File: src/hw/rtl/hrc_pkg.sv
package hrc_pkg;

    // Default sizing of the ring
    localparam int DEPTH_DEF       = 16;
    localparam int ENTRY_WIDTH_DEF = 32;

    // Width of the request code on the input channel
    localparam int FUNC_WIDTH = 3;

    // Request codes as they arrive on the input channel
    localparam logic [FUNC_WIDTH-1:0] FUNC_PUSH  = 3'd0;
    localparam logic [FUNC_WIDTH-1:0] FUNC_OLDER = 3'd1;
    localparam logic [FUNC_WIDTH-1:0] FUNC_NEWER = 3'd2;
    localparam logic [FUNC_WIDTH-1:0] FUNC_RSTC  = 3'd3;
    localparam logic [FUNC_WIDTH-1:0] FUNC_CLEAR = 3'd4;
    localparam logic [FUNC_WIDTH-1:0] FUNC_DUMP  = 3'd5;

    // Classified operation carried through the command queue
    typedef enum logic [2:0] {
        OP_PUSH  = 3'd0,
        OP_OLDER = 3'd1,
        OP_NEWER = 3'd2,
        OP_RSTC  = 3'd3,
        OP_CLEAR = 3'd4,
        OP_DUMP  = 3'd5,
        OP_NOP   = 3'd6
    } t_op;

    localparam int OP_WIDTH = $bits(t_op);

    // Result status codes
    typedef enum logic [1:0] {
        ST_ENTRY  = 2'd0,
        ST_EMPTY  = 2'd1,
        ST_NEWEST = 2'd2,
        ST_ACK    = 2'd3
    } t_status;

    // Back-end sequencer states
    typedef enum logic [2:0] {
        S_IDLE = 3'b001,
        S_READ = 3'b010,
        S_DUMP = 3'b100
    } t_state;

endpackage

File: src/hw/rtl/history_ring_with_cursor_top.sv
// Path: a transaction passes the front hold register and the command queue to the executor.
// Push, cursor reset, clear and empty or at-newest answers load the result register from
// idle; older/newer reads and each dump entry first pass the registered memory read.
// Throughput: one transaction per cycle for those while the output is not stalled; no new
// command is taken during a read or dump, and a dump reads its entries one at a time.
// Reset: synchronous, active low; clears pointers, fill count and valids; entries not cleared.
module history_ring_with_cursor_top #(
    parameter int DEPTH       = hrc_pkg::DEPTH_DEF,
    parameter int ENTRY_WIDTH = hrc_pkg::ENTRY_WIDTH_DEF,
    parameter int COUNT_WIDTH = $clog2(DEPTH + 1)
) (
    input  logic                           i_clk,
    input  logic                           i_rst_n,
    input  logic                           i_in_valid,
    output logic                           o_in_stall,
    input  logic [hrc_pkg::FUNC_WIDTH-1:0] i_func,
    input  logic [ENTRY_WIDTH-1:0]         i_entry_in,
    output logic                           o_out_valid,
    input  logic                           i_out_stall,
    output logic [1:0]                     o_status,
    output logic [ENTRY_WIDTH-1:0]         o_entry_out,
    output logic [COUNT_WIDTH-1:0]         o_count,
    output logic                           o_last
);
    import hrc_pkg::*;

    localparam int QW = ENTRY_WIDTH + OP_WIDTH;

    logic                   f_valid;
    logic                   q_ready;
    t_op                    f_op;
    logic [ENTRY_WIDTH-1:0] f_word;
    logic                   q_valid;
    logic                   q_pop;
    logic [QW-1:0]          q_data;
    t_op                    q_op;

    // Front end: accept and classify
    hrc_front #(
        .ENTRY_WIDTH (ENTRY_WIDTH)
    ) u_front (
        .i_clk      (i_clk),
        .i_rst_n    (i_rst_n),
        .i_valid    (i_in_valid),
        .o_stall    (o_in_stall),
        .i_func     (i_func),
        .i_entry_in (i_entry_in),
        .o_valid    (f_valid),
        .i_ready    (q_ready),
        .o_op       (f_op),
        .o_word     (f_word)
    );

    // Command queue
    hrc_queue #(
        .DATA_WIDTH (QW)
    ) u_queue (
        .i_clk   (i_clk),
        .i_rst_n (i_rst_n),
        .i_push  (f_valid),
        .o_ready (q_ready),
        .i_data  ({f_op, f_word}),
        .o_valid (q_valid),
        .i_pop   (q_pop),
        .o_data  (q_data)
    );

    assign q_op = t_op'(q_data[QW-1 -: OP_WIDTH]);

    // Back end: ring state, memory and result register
    hrc_back #(
        .DEPTH       (DEPTH),
        .ENTRY_WIDTH (ENTRY_WIDTH),
        .COUNT_WIDTH (COUNT_WIDTH)
    ) u_back (
        .i_clk       (i_clk),
        .i_rst_n     (i_rst_n),
        .i_q_valid   (q_valid),
        .o_q_pop     (q_pop),
        .i_q_op      (q_op),
        .i_q_word    (q_data[ENTRY_WIDTH-1:0]),
        .o_out_valid (o_out_valid),
        .i_out_stall (i_out_stall),
        .o_status    (o_status),
        .o_entry_out (o_entry_out),
        .o_count     (o_count),
        .o_last      (o_last)
    );

endmodule

File: src/hw/rtl/hrc_front.sv
module hrc_front #(
    parameter int ENTRY_WIDTH = hrc_pkg::ENTRY_WIDTH_DEF
) (
    input  logic                          i_clk,
    input  logic                          i_rst_n,
    input  logic                          i_valid,
    output logic                          o_stall,
    input  logic [hrc_pkg::FUNC_WIDTH-1:0] i_func,
    input  logic [ENTRY_WIDTH-1:0]        i_entry_in,
    output logic                          o_valid,
    input  logic                          i_ready,
    output hrc_pkg::t_op                  o_op,
    output logic [ENTRY_WIDTH-1:0]        o_word
);
    import hrc_pkg::*;

    logic                   r_valid;
    t_op                    r_op;
    logic [ENTRY_WIDTH-1:0] r_word;
    t_op                    op_dec;
    logic                   accept;

    // Classify the request code; unused codes become a no-op
    always_comb begin
        unique case (i_func)
            FUNC_PUSH:  op_dec = OP_PUSH;
            FUNC_OLDER: op_dec = OP_OLDER;
            FUNC_NEWER: op_dec = OP_NEWER;
            FUNC_RSTC:  op_dec = OP_RSTC;
            FUNC_CLEAR: op_dec = OP_CLEAR;
            FUNC_DUMP:  op_dec = OP_DUMP;
            default:    op_dec = OP_NOP;
        endcase
    end

    // Hold stage in front of the queue
    assign o_stall = r_valid && !i_ready;
    assign accept  = i_valid && !o_stall;

    always_ff @(posedge i_clk) begin
        if (!i_rst_n) begin
            r_valid <= 1'b0;
        end else if (accept) begin
            r_valid <= 1'b1;
        end else if (i_ready) begin
            r_valid <= 1'b0;
        end
    end

    always_ff @(posedge i_clk) begin
        if (accept) begin
            r_op   <= op_dec;
            r_word <= i_entry_in;
        end
    end

    assign o_valid = r_valid;
    assign o_op    = r_op;
    assign o_word  = r_word;

endmodule

File: src/hw/rtl/hrc_queue.sv
module hrc_queue #(
    parameter int DATA_WIDTH = hrc_pkg::ENTRY_WIDTH_DEF + hrc_pkg::OP_WIDTH
) (
    input  logic                  i_clk,
    input  logic                  i_rst_n,
    input  logic                  i_push,
    output logic                  o_ready,
    input  logic [DATA_WIDTH-1:0] i_data,
    output logic                  o_valid,
    input  logic                  i_pop,
    output logic [DATA_WIDTH-1:0] o_data
);
    // Two-entry command queue between classifier and executor
    logic [DATA_WIDTH-1:0] r_slot [2];
    logic                  r_wp;
    logic                  r_rp;
    logic [1:0]            r_cnt;
    logic                  do_push;
    logic                  do_pop;

    assign o_ready = (r_cnt != 2'd2);
    assign o_valid = (r_cnt != 2'd0);
    assign do_push = i_push && o_ready;
    assign do_pop  = i_pop && o_valid;
    assign o_data  = r_slot[r_rp];

    always_ff @(posedge i_clk) begin
        if (!i_rst_n) begin
            r_wp  <= 1'b0;
            r_rp  <= 1'b0;
            r_cnt <= 2'd0;
        end else begin
            if (do_push) begin
                r_wp <= !r_wp;
            end
            if (do_pop) begin
                r_rp <= !r_rp;
            end
            case ({do_push, do_pop})
                2'b10:   r_cnt <= r_cnt + 2'd1;
                2'b01:   r_cnt <= r_cnt - 2'd1;
                default: r_cnt <= r_cnt;
            endcase
        end
    end

    always_ff @(posedge i_clk) begin
        if (do_push) begin
            r_slot[r_wp] <= i_data;
        end
    end

endmodule

File: src/hw/rtl/hrc_back.sv
module hrc_back #(
    parameter int DEPTH       = hrc_pkg::DEPTH_DEF,
    parameter int ENTRY_WIDTH = hrc_pkg::ENTRY_WIDTH_DEF,
    parameter int COUNT_WIDTH = $clog2(DEPTH + 1)
) (
    input  logic                   i_clk,
    input  logic                   i_rst_n,
    input  logic                   i_q_valid,
    output logic                   o_q_pop,
    input  hrc_pkg::t_op           i_q_op,
    input  logic [ENTRY_WIDTH-1:0] i_q_word,
    output logic                   o_out_valid,
    input  logic                   i_out_stall,
    output logic [1:0]             o_status,
    output logic [ENTRY_WIDTH-1:0] o_entry_out,
    output logic [COUNT_WIDTH-1:0] o_count,
    output logic                   o_last
);
    import hrc_pkg::*;

    localparam int PW = $clog2(DEPTH);
    localparam logic [PW-1:0]          LAST_IDX = PW'(DEPTH - 1);
    localparam logic [COUNT_WIDTH-1:0] FULL_CNT = COUNT_WIDTH'(DEPTH);
    localparam logic [COUNT_WIDTH-1:0] ONE_CNT  = COUNT_WIDTH'(1);

    function automatic logic [PW-1:0] ring_inc(input logic [PW-1:0] p);
        return (p == LAST_IDX) ? '0 : p + PW'(1);
    endfunction

    function automatic logic [PW-1:0] ring_dec(input logic [PW-1:0] p);
        return (p == '0) ? LAST_IDX : p - PW'(1);
    endfunction

    // Ring state
    t_state                 r_state, n_state;
    logic [PW-1:0]          r_head, n_head;
    logic [PW-1:0]          r_tail, n_tail;
    logic [PW-1:0]          r_cur, n_cur;
    logic                   r_at_head, n_at_head;
    logic [COUNT_WIDTH-1:0] r_fill, n_fill;
    logic [PW-1:0]          r_dptr, n_dptr;
    logic [COUNT_WIDTH-1:0] r_left, n_left;
    logic                   r_dump, n_dump;

    // Entry memory
    logic [ENTRY_WIDTH-1:0] mem [DEPTH];
    logic [ENTRY_WIDTH-1:0] r_rd;
    logic                   rd_en;
    logic [PW-1:0]          rd_addr;
    logic                   wr_en;

    // Output register
    logic                   r_out_valid;
    t_status                r_out_status;
    logic [ENTRY_WIDTH-1:0] r_out_entry;
    logic [COUNT_WIDTH-1:0] r_out_count;
    logic                   r_out_last;

    logic                   out_free;
    logic                   ld;
    t_status                ld_status;
    logic [ENTRY_WIDTH-1:0] ld_entry;
    logic                   ld_last;
    logic                   pop;

    assign out_free = !r_out_valid || !i_out_stall;

    // Executor: one command from the queue at a time
    always_comb begin
        logic [PW-1:0] c;
        c         = r_cur;
        n_state   = r_state;
        n_head    = r_head;
        n_tail    = r_tail;
        n_cur     = r_cur;
        n_at_head = r_at_head;
        n_fill    = r_fill;
        n_dptr    = r_dptr;
        n_left    = r_left;
        n_dump    = r_dump;
        rd_en     = 1'b0;
        rd_addr   = r_dptr;
        wr_en     = 1'b0;
        pop       = 1'b0;
        ld        = 1'b0;
        ld_status = ST_ACK;
        ld_entry  = '0;
        ld_last   = 1'b1;

        unique case (r_state)
            S_IDLE: begin
                if (i_q_valid && out_free) begin
                    pop = 1'b1;
                    unique case (i_q_op)
                        OP_PUSH: begin
                            wr_en = 1'b1;
                            if (r_fill == FULL_CNT) begin
                                n_tail = ring_inc(r_tail);
                            end else begin
                                n_fill = r_fill + ONE_CNT;
                            end
                            n_head    = ring_inc(r_head);
                            n_cur     = ring_inc(r_head);
                            n_at_head = 1'b1;
                            ld        = 1'b1;
                        end
                        OP_OLDER: begin
                            if (r_fill == '0) begin
                                ld        = 1'b1;
                                ld_status = ST_EMPTY;
                            end else begin
                                if (r_at_head) begin
                                    c = ring_dec(r_head);
                                end else if (r_cur != r_tail) begin
                                    c = ring_dec(r_cur);
                                end
                                n_cur     = c;
                                n_at_head = 1'b0;
                                rd_en     = 1'b1;
                                rd_addr   = c;
                                n_dump    = 1'b0;
                                n_state   = S_READ;
                            end
                        end
                        OP_NEWER: begin
                            c = ring_inc(r_cur);
                            if (r_fill == '0) begin
                                ld        = 1'b1;
                                ld_status = ST_EMPTY;
                            end else if (r_at_head) begin
                                ld        = 1'b1;
                                ld_status = ST_NEWEST;
                            end else if (c == r_head) begin
                                n_cur     = c;
                                n_at_head = 1'b1;
                                ld        = 1'b1;
                                ld_status = ST_NEWEST;
                            end else begin
                                n_cur   = c;
                                rd_en   = 1'b1;
                                rd_addr = c;
                                n_dump  = 1'b0;
                                n_state = S_READ;
                            end
                        end
                        OP_RSTC: begin
                            n_cur     = r_head;
                            n_at_head = 1'b1;
                            ld        = 1'b1;
                        end
                        OP_CLEAR: begin
                            n_head    = '0;
                            n_tail    = '0;
                            n_cur     = '0;
                            n_fill    = '0;
                            n_at_head = 1'b1;
                            ld        = 1'b1;
                        end
                        OP_DUMP: begin
                            if (r_fill == '0) begin
                                ld        = 1'b1;
                                ld_status = ST_EMPTY;
                            end else begin
                                n_dptr  = r_tail;
                                n_left  = r_fill;
                                n_dump  = 1'b1;
                                n_state = S_DUMP;
                            end
                        end
                        default: begin
                            ld = 1'b1;
                        end
                    endcase
                end
            end
            S_DUMP: begin
                rd_en   = 1'b1;
                rd_addr = r_dptr;
                n_state = S_READ;
            end
            S_READ: begin
                if (out_free) begin
                    ld        = 1'b1;
                    ld_status = ST_ENTRY;
                    ld_entry  = r_rd;
                    ld_last   = !r_dump || (r_left == ONE_CNT);
                    if (r_dump && (r_left != ONE_CNT)) begin
                        n_left  = r_left - ONE_CNT;
                        n_dptr  = ring_inc(r_dptr);
                        n_state = S_DUMP;
                    end else begin
                        n_state = S_IDLE;
                    end
                end
            end
            default: begin
                n_state = S_IDLE;
            end
        endcase
    end

    // Control registers
    always_ff @(posedge i_clk) begin
        if (!i_rst_n) begin
            r_state   <= S_IDLE;
            r_head    <= '0;
            r_tail    <= '0;
            r_cur     <= '0;
            r_at_head <= 1'b1;
            r_fill    <= '0;
            r_dptr    <= '0;
            r_left    <= '0;
            r_dump    <= 1'b0;
        end else begin
            r_state   <= n_state;
            r_head    <= n_head;
            r_tail    <= n_tail;
            r_cur     <= n_cur;
            r_at_head <= n_at_head;
            r_fill    <= n_fill;
            r_dptr    <= n_dptr;
            r_left    <= n_left;
            r_dump    <= n_dump;
        end
    end

    // Entry memory, one write and one registered read port
    always_ff @(posedge i_clk) begin
        if (wr_en) begin
            mem[r_head] <= i_q_word;
        end
        if (rd_en) begin
            r_rd <= mem[rd_addr];
        end
    end

    // Result register
    always_ff @(posedge i_clk) begin
        if (!i_rst_n) begin
            r_out_valid <= 1'b0;
        end else if (ld) begin
            r_out_valid <= 1'b1;
        end else if (!i_out_stall) begin
            r_out_valid <= 1'b0;
        end
    end

    always_ff @(posedge i_clk) begin
        if (ld) begin
            r_out_status <= ld_status;
            r_out_entry  <= ld_entry;
            r_out_count  <= n_fill;
            r_out_last   <= ld_last;
        end
    end

    assign o_q_pop     = pop;
    assign o_out_valid = r_out_valid;
    assign o_status    = r_out_status;
    assign o_entry_out = r_out_entry;
    assign o_count     = r_out_count;
    assign o_last      = r_out_last;

endmodule
File: config.mk
export PLATFORM = sky130hd
export DESIGN_NAME = history_ring_with_cursor_top
export DESIGN_NICKNAME = d
export VERILOG_FILES = /design/src/hw/rtl/hrc_pkg.sv /design/src/hw/rtl/history_ring_with_cursor_top.sv /design/src/hw/rtl/hrc_front.sv /design/src/hw/rtl/hrc_queue.sv /design/src/hw/rtl/hrc_back.sv
export SDC_FILE = /design/constraint.sdc
export NUM_CORES = 1
export LEC_CHECK = 0
export BUFFER_PORTS_ARGS = -buffer_cell sky130_fd_sc_hd__buf_2
export CORE_MARGIN = 2
export CORE_UTILIZATION = 56
export DETAILED_ROUTE_END_ITERATION = 16
export PLACE_DENSITY = 0.76
export SYNTH_ARGS = -nofsm -noshare
export SYNTH_HDL_FRONTEND = slang
export SYNTH_SLANG_ARGS = --single-unit
File: constraint.sdc
create_clock -name i_clk -period 3.78 [get_ports i_clk]
set_clock_uncertainty 0.2 [all_clocks]
set_input_delay 0.756 -clock i_clk [delete_from_list [all_inputs] [get_ports i_clk]]
set_output_delay 0.756 -clock i_clk [all_outputs]
set_load 0.01 [all_outputs]
# Word level (Yosys, flattened, before mapping)

Memory sizes are Yosys's and may differ from the RTL's. A register that Yosys moved wholly into a read port is not among the register bits.
Index checks and enable logic that the tools add are counted.

Equality and inequality tests: 43
Add/sub/neg operators: 10
Reductions and logical operators: 38
Multiplexer cells: 96

Operator list:

| cell                                                   | count |
|---|---|
| 2-to-1 mux 4 bit                                       | 23 |
| 2-to-1 mux 5 bit                                       | 8 |
| 2-to-1 mux 1 bit                                       | 33 |
| case mux 4 bit (2 select lines)                        | 4 |
| 2-to-1 mux 3 bit                                       | 8 |
| case mux 4 bit (5 select lines)                        | 1 |
| case mux 5 bit (2 select lines)                        | 2 |
| case mux 3 bit (3 select lines)                        | 2 |
| case mux 3 bit (6 select lines)                        | 1 |
| adder 4 x 1 -> 4 bit (second input constant)           | 4 |
| equality test 4 bit (second input constant)            | 4 |
| inequality test 2 bit (second input constant)          | 8 |
| AND reduction 8 bit                                    | 2 |
| equality test 3 x 2 -> 1 bit (second input constant)   | 5 |
| equality test 3 bit (second input constant)            | 5 |
| inequality test 3 bit (second input constant)          | 5 |
| case mux 2 bit (2 select lines)                        | 3 |
| AND reduction 6 bit                                    | 2 |
| 2-to-1 mux 2 bit                                       | 5 |
| inequality test 2 x 1 -> 1 bit (second input constant) | 5 |
| nonzero test 2 bit                                     | 5 |
| equality test 3 x 1 -> 1 bit (second input constant)   | 3 |
| zero test 4 bit                                        | 2 |
| case mux 1 bit (2 select lines)                        | 4 |
| other kinds (27)                                       | 43 |

Bits in registers: 112
Bits of input ports: 39
RAM bits: 582
Memories kept: 2
Logic and storage cells: 209
Output and inout port bits: 42

Memory list:

| memory         | depth | width | rd ports | clocked after memory_dff | wr ports | line            | source |
|---|---|---|---|---|---|---|---|
| u_back.mem     | 16    | 32    | 1        | 1                        | 1        | hrc_back.sv:46  | `logic [ENTRY_WIDTH-1:0] mem [DEPTH];` |
| u_queue.r_slot | 2     | 35    | 1        | 1                        | 1        | hrc_queue.sv:14 | `logic [DATA_WIDTH-1:0] r_slot [2];` |

# Longest topological paths before layout

Gate-level depths: netlist of run 1.

Depth after elaboration: 10
Mapped depth: 14
Mapped depth without buffers: 10

# Cells and area by module

A second synthesis of run 1 with hierarchy kept.

Cells, all modules: 1,978
Area, all modules: 28,939.0 um^2

Modules (own cells, without submodules):

| module    | instances | area an instance (um^2) | cells an instance | sequential area each (um^2) |
|---|---|---|---|---|
| hrc_back  | 1         | 25,074.0                | 1,803             | 18,177.4 |
| hrc_queue | 1         | 2,751.4                 | 133               | 2,202.1 |
| hrc_front | 1         | 1,113.6                 | 42                | 1,071.0 |

# Least setup slack after synthesis of run 1

OpenSTA, ideal clock, no wires.

Path type: register to register
Start point: register (tool-made name)
End point: memory u_back.mem[15][0] in the netlist's numbering (enable)
Period minus slack after synthesis: 3.689 ns
Arrival time: 3.068 ns
Buffers on the path: 2
Required time: 3.159 ns
Setup time: 0.421 ns
Stages on the path, launching flop included: 8
Setup slack: 0.091 ns
Cells stage by stage: dfxtp_1 -> clkbuf_1 -> mux2i_1 -> clkbuf_1 -> nand2_1 -> nor2_1 -> nand2_1 -> nor2_1

RTL lines:

| item      | line |
|---|---|
| to (decl) | hrc_back.sv:46 |

# Worst setup path after layout of run 1

Start point: register u_back.r_cur[1]
End point: register u_back.r_rd[24] (read register of u_back.mem), data pin

Cells in the longest elaborated chain, start to end: 9
Elaborated cells between the ends (all ways): 23
Classes of those cells: add/sub: 2; eq/ne: 3; mux: 17; reduce/logical: 1

Ends and longest elaborated chain:

| item                                                                               | line            | source |
|---|---|---|
| from (decl)                                                                        | hrc_back.sv:38  | `logic [PW-1:0] r_cur, n_cur;` |
| from (signal assigned)                                                             | hrc_back.sv:218 | `r_cur <= n_cur;` |
| adder 4 x 1 -> 4 bit or equality test 4 bit (tied branches)                        | hrc_back.sv:27  | `return (p == LAST_IDX) ? '0 : p + PW'(1);` |
| 2-to-1 mux 4 bit                                                                   | hrc_back.sv:27  |  |
| equality test 4 bit                                                                | hrc_back.sv:133 | `end else if (c == r_head) begin` |
| 2-to-1 mux 1 bit or 2-to-1 mux 4 bit (tied branches)                               | hrc_back.sv:133 |  |
| 2-to-1 mux 1 bit or 2-to-1 mux 4 bit (tied branches)                               | hrc_back.sv:130 | `end else if (r_at_head) begin` |
| 2-to-1 mux 1 bit or 2-to-1 mux 4 bit (tied branches)                               | hrc_back.sv:127 | `if (r_fill == '0) begin` |
| case mux 1 bit (2 select lines) or case mux 4 bit (2 select lines) (tied branches) | hrc_back.sv:94  | `unique case (i_q_op)` |
| 2-to-1 mux 1 bit or 2-to-1 mux 4 bit (tied branches)                               | hrc_back.sv:92  | `if (i_q_valid && out_free) begin` |
| case mux 1 bit (2 select lines) or 2-to-1 mux 4 bit (tied branches)                | hrc_back.sv:90  | `unique case (r_state)` |
| to (decl)                                                                          | hrc_back.sv:47  | `logic [ENTRY_WIDTH-1:0] r_rd;` |

Several ways; a longest one is shown, not always the timed one.
A chain may end at the register's enable or synchronous reset.

==> summary.md, run 1 <==
| Metric | Value |
|---|---|
| Area Overhead vs Synth | `14.69%` |
| H-tree levels | `3` |
| I/O pins | `81` |
| Clock tree buffer depth | `3` |
| IO Port Bufs | `80` |
| Fin crit period | `~3.6 ns` |
| Top post-synthesis cells by area | `edfxtp_1, mux2i_1, a32oi_1` |
| Vias in the first global route | `16.41k` |
| Top cells by count, synth | `edfxtp_1, nand2_1, mux2i_1` |
| Initial antenna violation count | `2` |
| Worst R2R Start | `u_back.r_cur[1]` |
| Routed length on met1 | `26.59 mm` |
| Crit path required time | `about 4 ns` |
| Sinks on Clock Net | `727` |
| Clock power frac | `36.7%` |
| Post-synthesis cell type count | `77` |
| Synth Register Bits | `727` |
| Status | `completed` |
| Sequential-to-total area share from yosys stat | `74.88%` |
| Tot GR Track Use | `25.59%` |
| Yosys Warn Count | `0` |
| Nets | `1,995` |
| Post-Route WL | `about 68 mm` |
| Post-synth ARST share | `0%` |
| DR DRC count | `0` |
| Final setup viols | `0` |
| Hold Fails Final Rpt | `0` |
| Die footprint | `52,980 µm²` |
| Reg-to-reg slack, setup | `between 0.15 and 0.2 ns` |
| Pwr Density | `579.3 nW/µm²` |
| Max Used Layer | `met4` |
| Max Cap Viol | `0` |
| DRT antenna net count | `0` |
| Via count | `roughly 17k` |
| Max Fclk | `about 280 MHz` |
| First-pass GRT wire length | `about 100 mm` |
| Worst slew pin tran | `about 0.91 ns` |
| Seq pwr share | `51.3%` |
| Number of diodes | `0` |
| Cell area after synthesis | `28,650 µm²` |
| Met3 routed WL | `6.453 mm` |
| LEAKAGE | `between 10 and 15 nW` |
| Most common cell in the netlist | `edfxtp_1` |
| Core area | `50,380 µm²` |
| Final HPWL DP | `between 30 and 40 mm` |
| Worst Path Max Fanout | `45` |
| CTS clock-pin slew for the worst setup and hold paths | `0.06 ns` |
| Synthesized area per cell | `about 16 µm²` |
| Post-Syn Instances | `~1.8k` |
| Switch share | `24.14%` |
| WS Path Type | `flop to flop` |
| Worst min-delay path startpoint | `i_entry_in[11]` |
| Largest net degree at the start of global routing | `48` |
| RSZ-0062 raised after global routing | `false` |
| Peak VDD IR | `428.1 µV` |
| Slew HR | `38.31%` |
| CP Data Arrival Time | `3.75 ns` |
| Clock latency on the worst-skew pair | `0.61 ns` |
| Initial Util | `56.87%` |
| Switching power | `4.594 mW` |
| Worst Setup Start Kind | `flop` |
| CTS tree | `yes` |
| Slew Limit Fails | `0` |
| Num CTS Buffers | `72` |
| Sum Neg Setup Slack | `0 ns` |
| Gpl congestion | `0.9072` |
| Die width | `230.2 µm` |
| Share of the synthesized area in the top cell type | `72.22%` |
| Grt ovf | `0` |
| Combinational power share | `12.0%` |
| P_int | `between 10 and 15 mW` |
| Top FF cell, synth | `edfxtp_1` |
| Worst Setup End Kind | `flop` |
| Routed WL per cell | `roughly 25 µm` |
| Layout cells sized above 1 | `17.38%` |
| Worst setup path startpoint | `u_back.r_cur[1]` |
| Site Rows | `82` |
| Initial DRC count | `around 2.3k` |
| Net Count, Synth | `1,859` |
| Hold crit path type | `input pin to flop` |
| Initial DRT Pass Iterations | `5` |
| Avg Vias per Cell | `a little over 6` |
| Final Cycle Share | `95.15%` |
| WL met2 | `33.20 mm` |
| Clk root buf | `clkbuf_16` |
| Die Ht | `230.2 µm` |
| Tot Pwr | `19.03 mW` |
| # hold bufs at CTS | `0` |
| Largest area contributor in the netlist | `edfxtp_1` |
| Number of flops mapped to enable cells by yosys | `about 700` |
-- path summary, 6_finish.rpt --
kind	cells past startpoint	endpoint
worst min register to register	0	u_queue.r_slot[1][23]
worst min-delay path	1	u_front.o_word[11]
worst max register to register	11	u_back.r_rd[24]
worst max-delay path	11	u_back.r_rd[24]
-- sequential cells by signal (all words and copies together), names as in the netlist, 5 cells and up, named ones only --
register,cells
u_back.r_left,5
u_back.mem,512
u_front.o_word,32
u_back.o_entry_out,32
u_queue.r_slot,70
u_back.r_rd,32
u_back.o_count,5
u_back.r_fill,5
-- area by class of cell --
cell class              instances  area, µm²
multi-input cells             954       6675
repair buffers                165       1501
fillers                      3350      17520
well taps                     672      840.8
inverters                      22      82.58
flip-flops and latches        727      21450
clock inverters                37      387.9
clock buffers                  91       1916
-- what timing repair did --
action                                  CTS  global route
buffers inserted                          0             0
gates resized for setup                   0             1
endpoints found under the setup margin    0            11
-- cells in the final DEF, fill, tap and decap left out, types with 4 or more instances in the layout --
cell type / instances
nand3_1: 13
o31ai_1: 4
edfxtp_1: 689
clkinv_1: 12
buf_2: 80
and2_2: 11
clkbuf_1: 17
inv_1: 20
clkbuf_16: 74
xor2_1: 8
mux2i_1: 134
nor3_4: 9
a32oi_1: 128
bufinv_16: 7
o21ai_0: 28
nor2_1: 39
a21oi_1: 34
nand4_1: 4
xnor2_1: 10
o41ai_1: 4
a21boi_0: 6
ha_1: 14
clkinv_2: 11
and2_1: 11
and3_1: 32
nor3_1: 8
buf_4: 48
clkinvlp_4: 6
or3_1: 4
a31oi_1: 7
buf_12: 37
nand2b_1: 7
dfxtp_1: 37
and3_2: 5
nor3b_1: 4
and4_1: 32
nand2_1: 287
a211oi_1: 7
mux2_2: 35
-- critical path, cell delays in order, from the launching register on --
cell and delay (ns):
dfxtp_1 0.39, ha_1 0.28, a21o_1 0.18, a31oi_2 0.34
xnor2_2 0.17, a21o_1 0.30, a221oi_4 0.35, buf_12 0.23
buf_12 0.29, mux2i_1 0.25, a32oi_1 0.10, and4_1 0.23
-- metal layers --
metal,track usage [%],vias up
met5,0,-
met4,8.085,0
met3,4.452,118
met2,42.16,874
met1,35.04,8340
li1,-,7311
-- power groups by stage --
stage,registers [mW],clock network [mW],logic (mW)
detailed placement,9.93,0,2.26
floorplan,9.98,0,1.30
CTS,9.76,7.08,2.27
global placement,9.92,0,2.22
global route,9.80,7.40,2.46
finish,9.76,6.99,2.28
-- cell families (layout without fill, tap and decap cells) --
group / after synthesis / count (layout) / share of synthesized area, %
and+or+nand+nor: 487 / 487 / 8.338
adders and majority gates: 14 / 14 / 0.6115
xor gates and xnor gates: 20 / 20 / 0.6595
muxes: 169 / 169 / 6.058
buffers and inverters: 125 / 315 / 2.171
AOI/OAI and AO/OA: 264 / 264 / 7.285
DFF: 727 / 727 / 74.88
-- through the flow --
stage               cells  area [µm²]  hold WS, ns  utilization (%)  setup slack (ns)
finish               2668       32860       0.1191            65.22            0.1835
global route         2668       32860       0.1060            65.22         0.0007740
CTS                  2668       32850      0.09693            65.21            0.1351
detailed placement   2540       30540       0.2304            60.63          0.008508
global placement     2540       30540       0.2223            60.63            0.1055
floorplan            1806       28650       0.2215                -           0.09135
Power figures use the tool's default switching activity.
==> run 2: changes to the inputs <==
REMOVE_ABC_BUFFERS = 1   (was default)
==> summary.md, run 2 (synthesis results as in run 1) <==
| Metric | Value |
|---|---|
| Status | `completed` |
| Initial antenna violation count | `0` |
| RSZ-0062 raised after global routing | `false` |
| Max reg flops | `512` |
| Die footprint | `approximately 53,000 µm²` |
| Via count | `16.59k` |
| P_int | `14.45 mW` |
| Hold Fails Final Rpt | `0` |
| Post-Route WL | `66.55 mm` |
| Die Ht | `230.2 µm` |
| Vias in the first global route | `16.75k` |
| Nets | `roughly 2.0k` |
| Most crowded layer after global routing | `met2` |
| Area Overhead vs Synth | `14.95%` |
| Placement Setup Slack | `0.04391 ns` |
| Avg Vias per Cell | `6.213` |
| Core area | `roughly 50,000 µm²` |
| Multi-input gate area | `6688 µm²` |
| Initial DRT Pass Iterations | `5` |
| Grt ovf | `0` |
| Filler cells | `3,360` |
| Slew Limit Fails | `0` |
| Grt met2 use | `42.04%` |
| Gpl congestion | `between 0.9 and 1` |
| Clock power frac | `a little under two fifths` |
| Worst Setup End Kind | `flop` |
| Fin crit period | `~3.6 ns` |
| Site Rows | `82` |
| H-tree levels | `3` |
| Switch share | `24.50%` |
| Num CTS Buffers | `between 70 and 80` |
| Combinational power share | `11.8%` |
| Seq pwr share | `50.9%` |
| DR DRC count | `0` |
| IO Port Bufs | `80` |
| Commonest cells after routing, fill and taps aside | `edfxtp_1, nand2_1, mux2i_1` |
| Clock latency on the worst-skew pair | `0.62 ns` |
| Setup bufs post-CTS | `0` |
| Final Cycle Share | `between 90% and 100%` |
| Initial DRC count | `~1.8k` |
| I/O pins | `81` |
| CTS clock-pin slew for the worst setup and hold paths | `~0.060 ns` |
| LEAKAGE | `11.84 nW` |
| Peak VDD IR | `477.2 µV` |
| CTS tree | `yes` |
| CP Data Arrival Time | `3.79 ns` |
| WS Path Type | `flop to flop` |
| Biggest register | `u_back.mem` |
| Tot Pwr | `19.14 mW` |
| Switching power | `4.689 mW` |
| Die width | `230.2 µm` |
| Worst Path Max Fanout | `15` |
| Tot GR Track Use | `25.27%` |
| Top Registers | `u_back.mem x512, u_queue.r_slot x70` |
| Pwr Density | `581.3 nW/µm²` |
| Largest net degree at the start of global routing | `56` |
| DRT antenna net count | `0` |
| Most common cell after layout, fill and taps aside | `edfxtp_1` |
| Slew HR | `39.74%` |
| Sequential cell area | `about 21,000 µm²` |
| Met1 Use GR | `33.79%` |
| Hold_ws | `0.1082 ns` |
| Max Cap Viol | `0` |
| Max Fclk | `276.1 MHz` |
| Sinks on Clock Net | `727` |
| # hold bufs at CTS | `0` |
| Final HPWL DP | `37.50 mm` |
| Reg-to-reg slack, setup | `0.16 ns` |
| Routed WL per cell | `24.93 µm` |
| Hold crit path type | `input pin to flop` |
| Final worst slack | `0.1586 ns` |
| Worst Setup Start Kind | `flop` |
| Crit path required time | `3.94 ns` |
| Clk root buf | `clkbuf_16` |
| Layout cells sized above 1 | `17.62%` |
| Sum Neg Setup Slack | `0 ns` |
| Initial Util | `56.87%` |
| Clock tree buffer depth | `3` |
| Number of diodes | `0` |
| Worst slew pin tran | `between 0.8 and 0.9 ns` |
| M3 GR Usage | `4.154%` |
| Final setup viols | `0` |
| First-pass GRT wire length | `roughly 100 mm` |
| # resized after CTS | `0` |
==> run 2: changes by cell type in the layout (fill, tap and decap cells not counted), sizes merged <==
cell,change
clkinv,+13
clkbuf,-10
inv,+4
buf,-2
clkinvlp,-2
bufinv,-1
==> run 2: worst paths after layout <==
path,startpoint,endpoint,cells after the start
worst max-delay path,u_back.r_cur[1],u_back.r_rd[6],10
worst min-delay path,i_entry_in[25],u_front.o_word[25],1
worst max register to register,u_back.r_cur[1],u_back.r_rd[6],10
worst min register to register,u_front.o_word[21],u_queue.r_slot[1][21],0
==> run 2: cell type report <==
| cell class | instances | share of cell area, % |
|---|---|---|
| inverters | 22 | 0.2508 |
| multi-input cells | 954 | 20.31 |
| clock inverters | 51 | 1.360 |
| repair buffers | 163 | 4.552 |
| clock buffers | 81 | 5.832 |
| well taps | 672 | 2.553 |
| flip-flops and latches | 727 | 65.14 |
==> run 2: per-layer routing <==
layer,up-vias,share of wire [%]
met5,-,0
met2,811,49
met1,8297,39
met4,0,3.0
li1,7341,-
met3,139,8.0
==> run 2: critical path, stage by stage (launching register included) <==
cell and delay (ns):
dfxtp_1 0.39, ha_1 0.28, a21o_1 0.18, a31oi_2 0.32
xnor2_2 0.18, a21o_2 0.32, a221o_2 0.51, nor3_4 0.25
buf_4 0.34, a32oi_1 0.16, and4_1 0.22
==> run 2: power groups by stage <==
stage	clock [mW]	combinational (mW)	sequential, mW
after CTS	7.23	2.26	9.76
after detailed placement	0	2.24	9.92
after global placement	0	2.19	9.90
after global routing	7.54	2.44	9.79
final	7.13	2.26	9.75
after floorplan	0	1.29	10.0
==> run 2: stage by stage <==
step                std cells  instance area (µm²)  util, %
finish                   2670                32930    65.37
global route             2670                32930    65.37
CTS                      2670                32910    65.33
detailed placement       2538                30540    60.63
global placement         2538                30540    60.63
floorplan                1703                28110        -
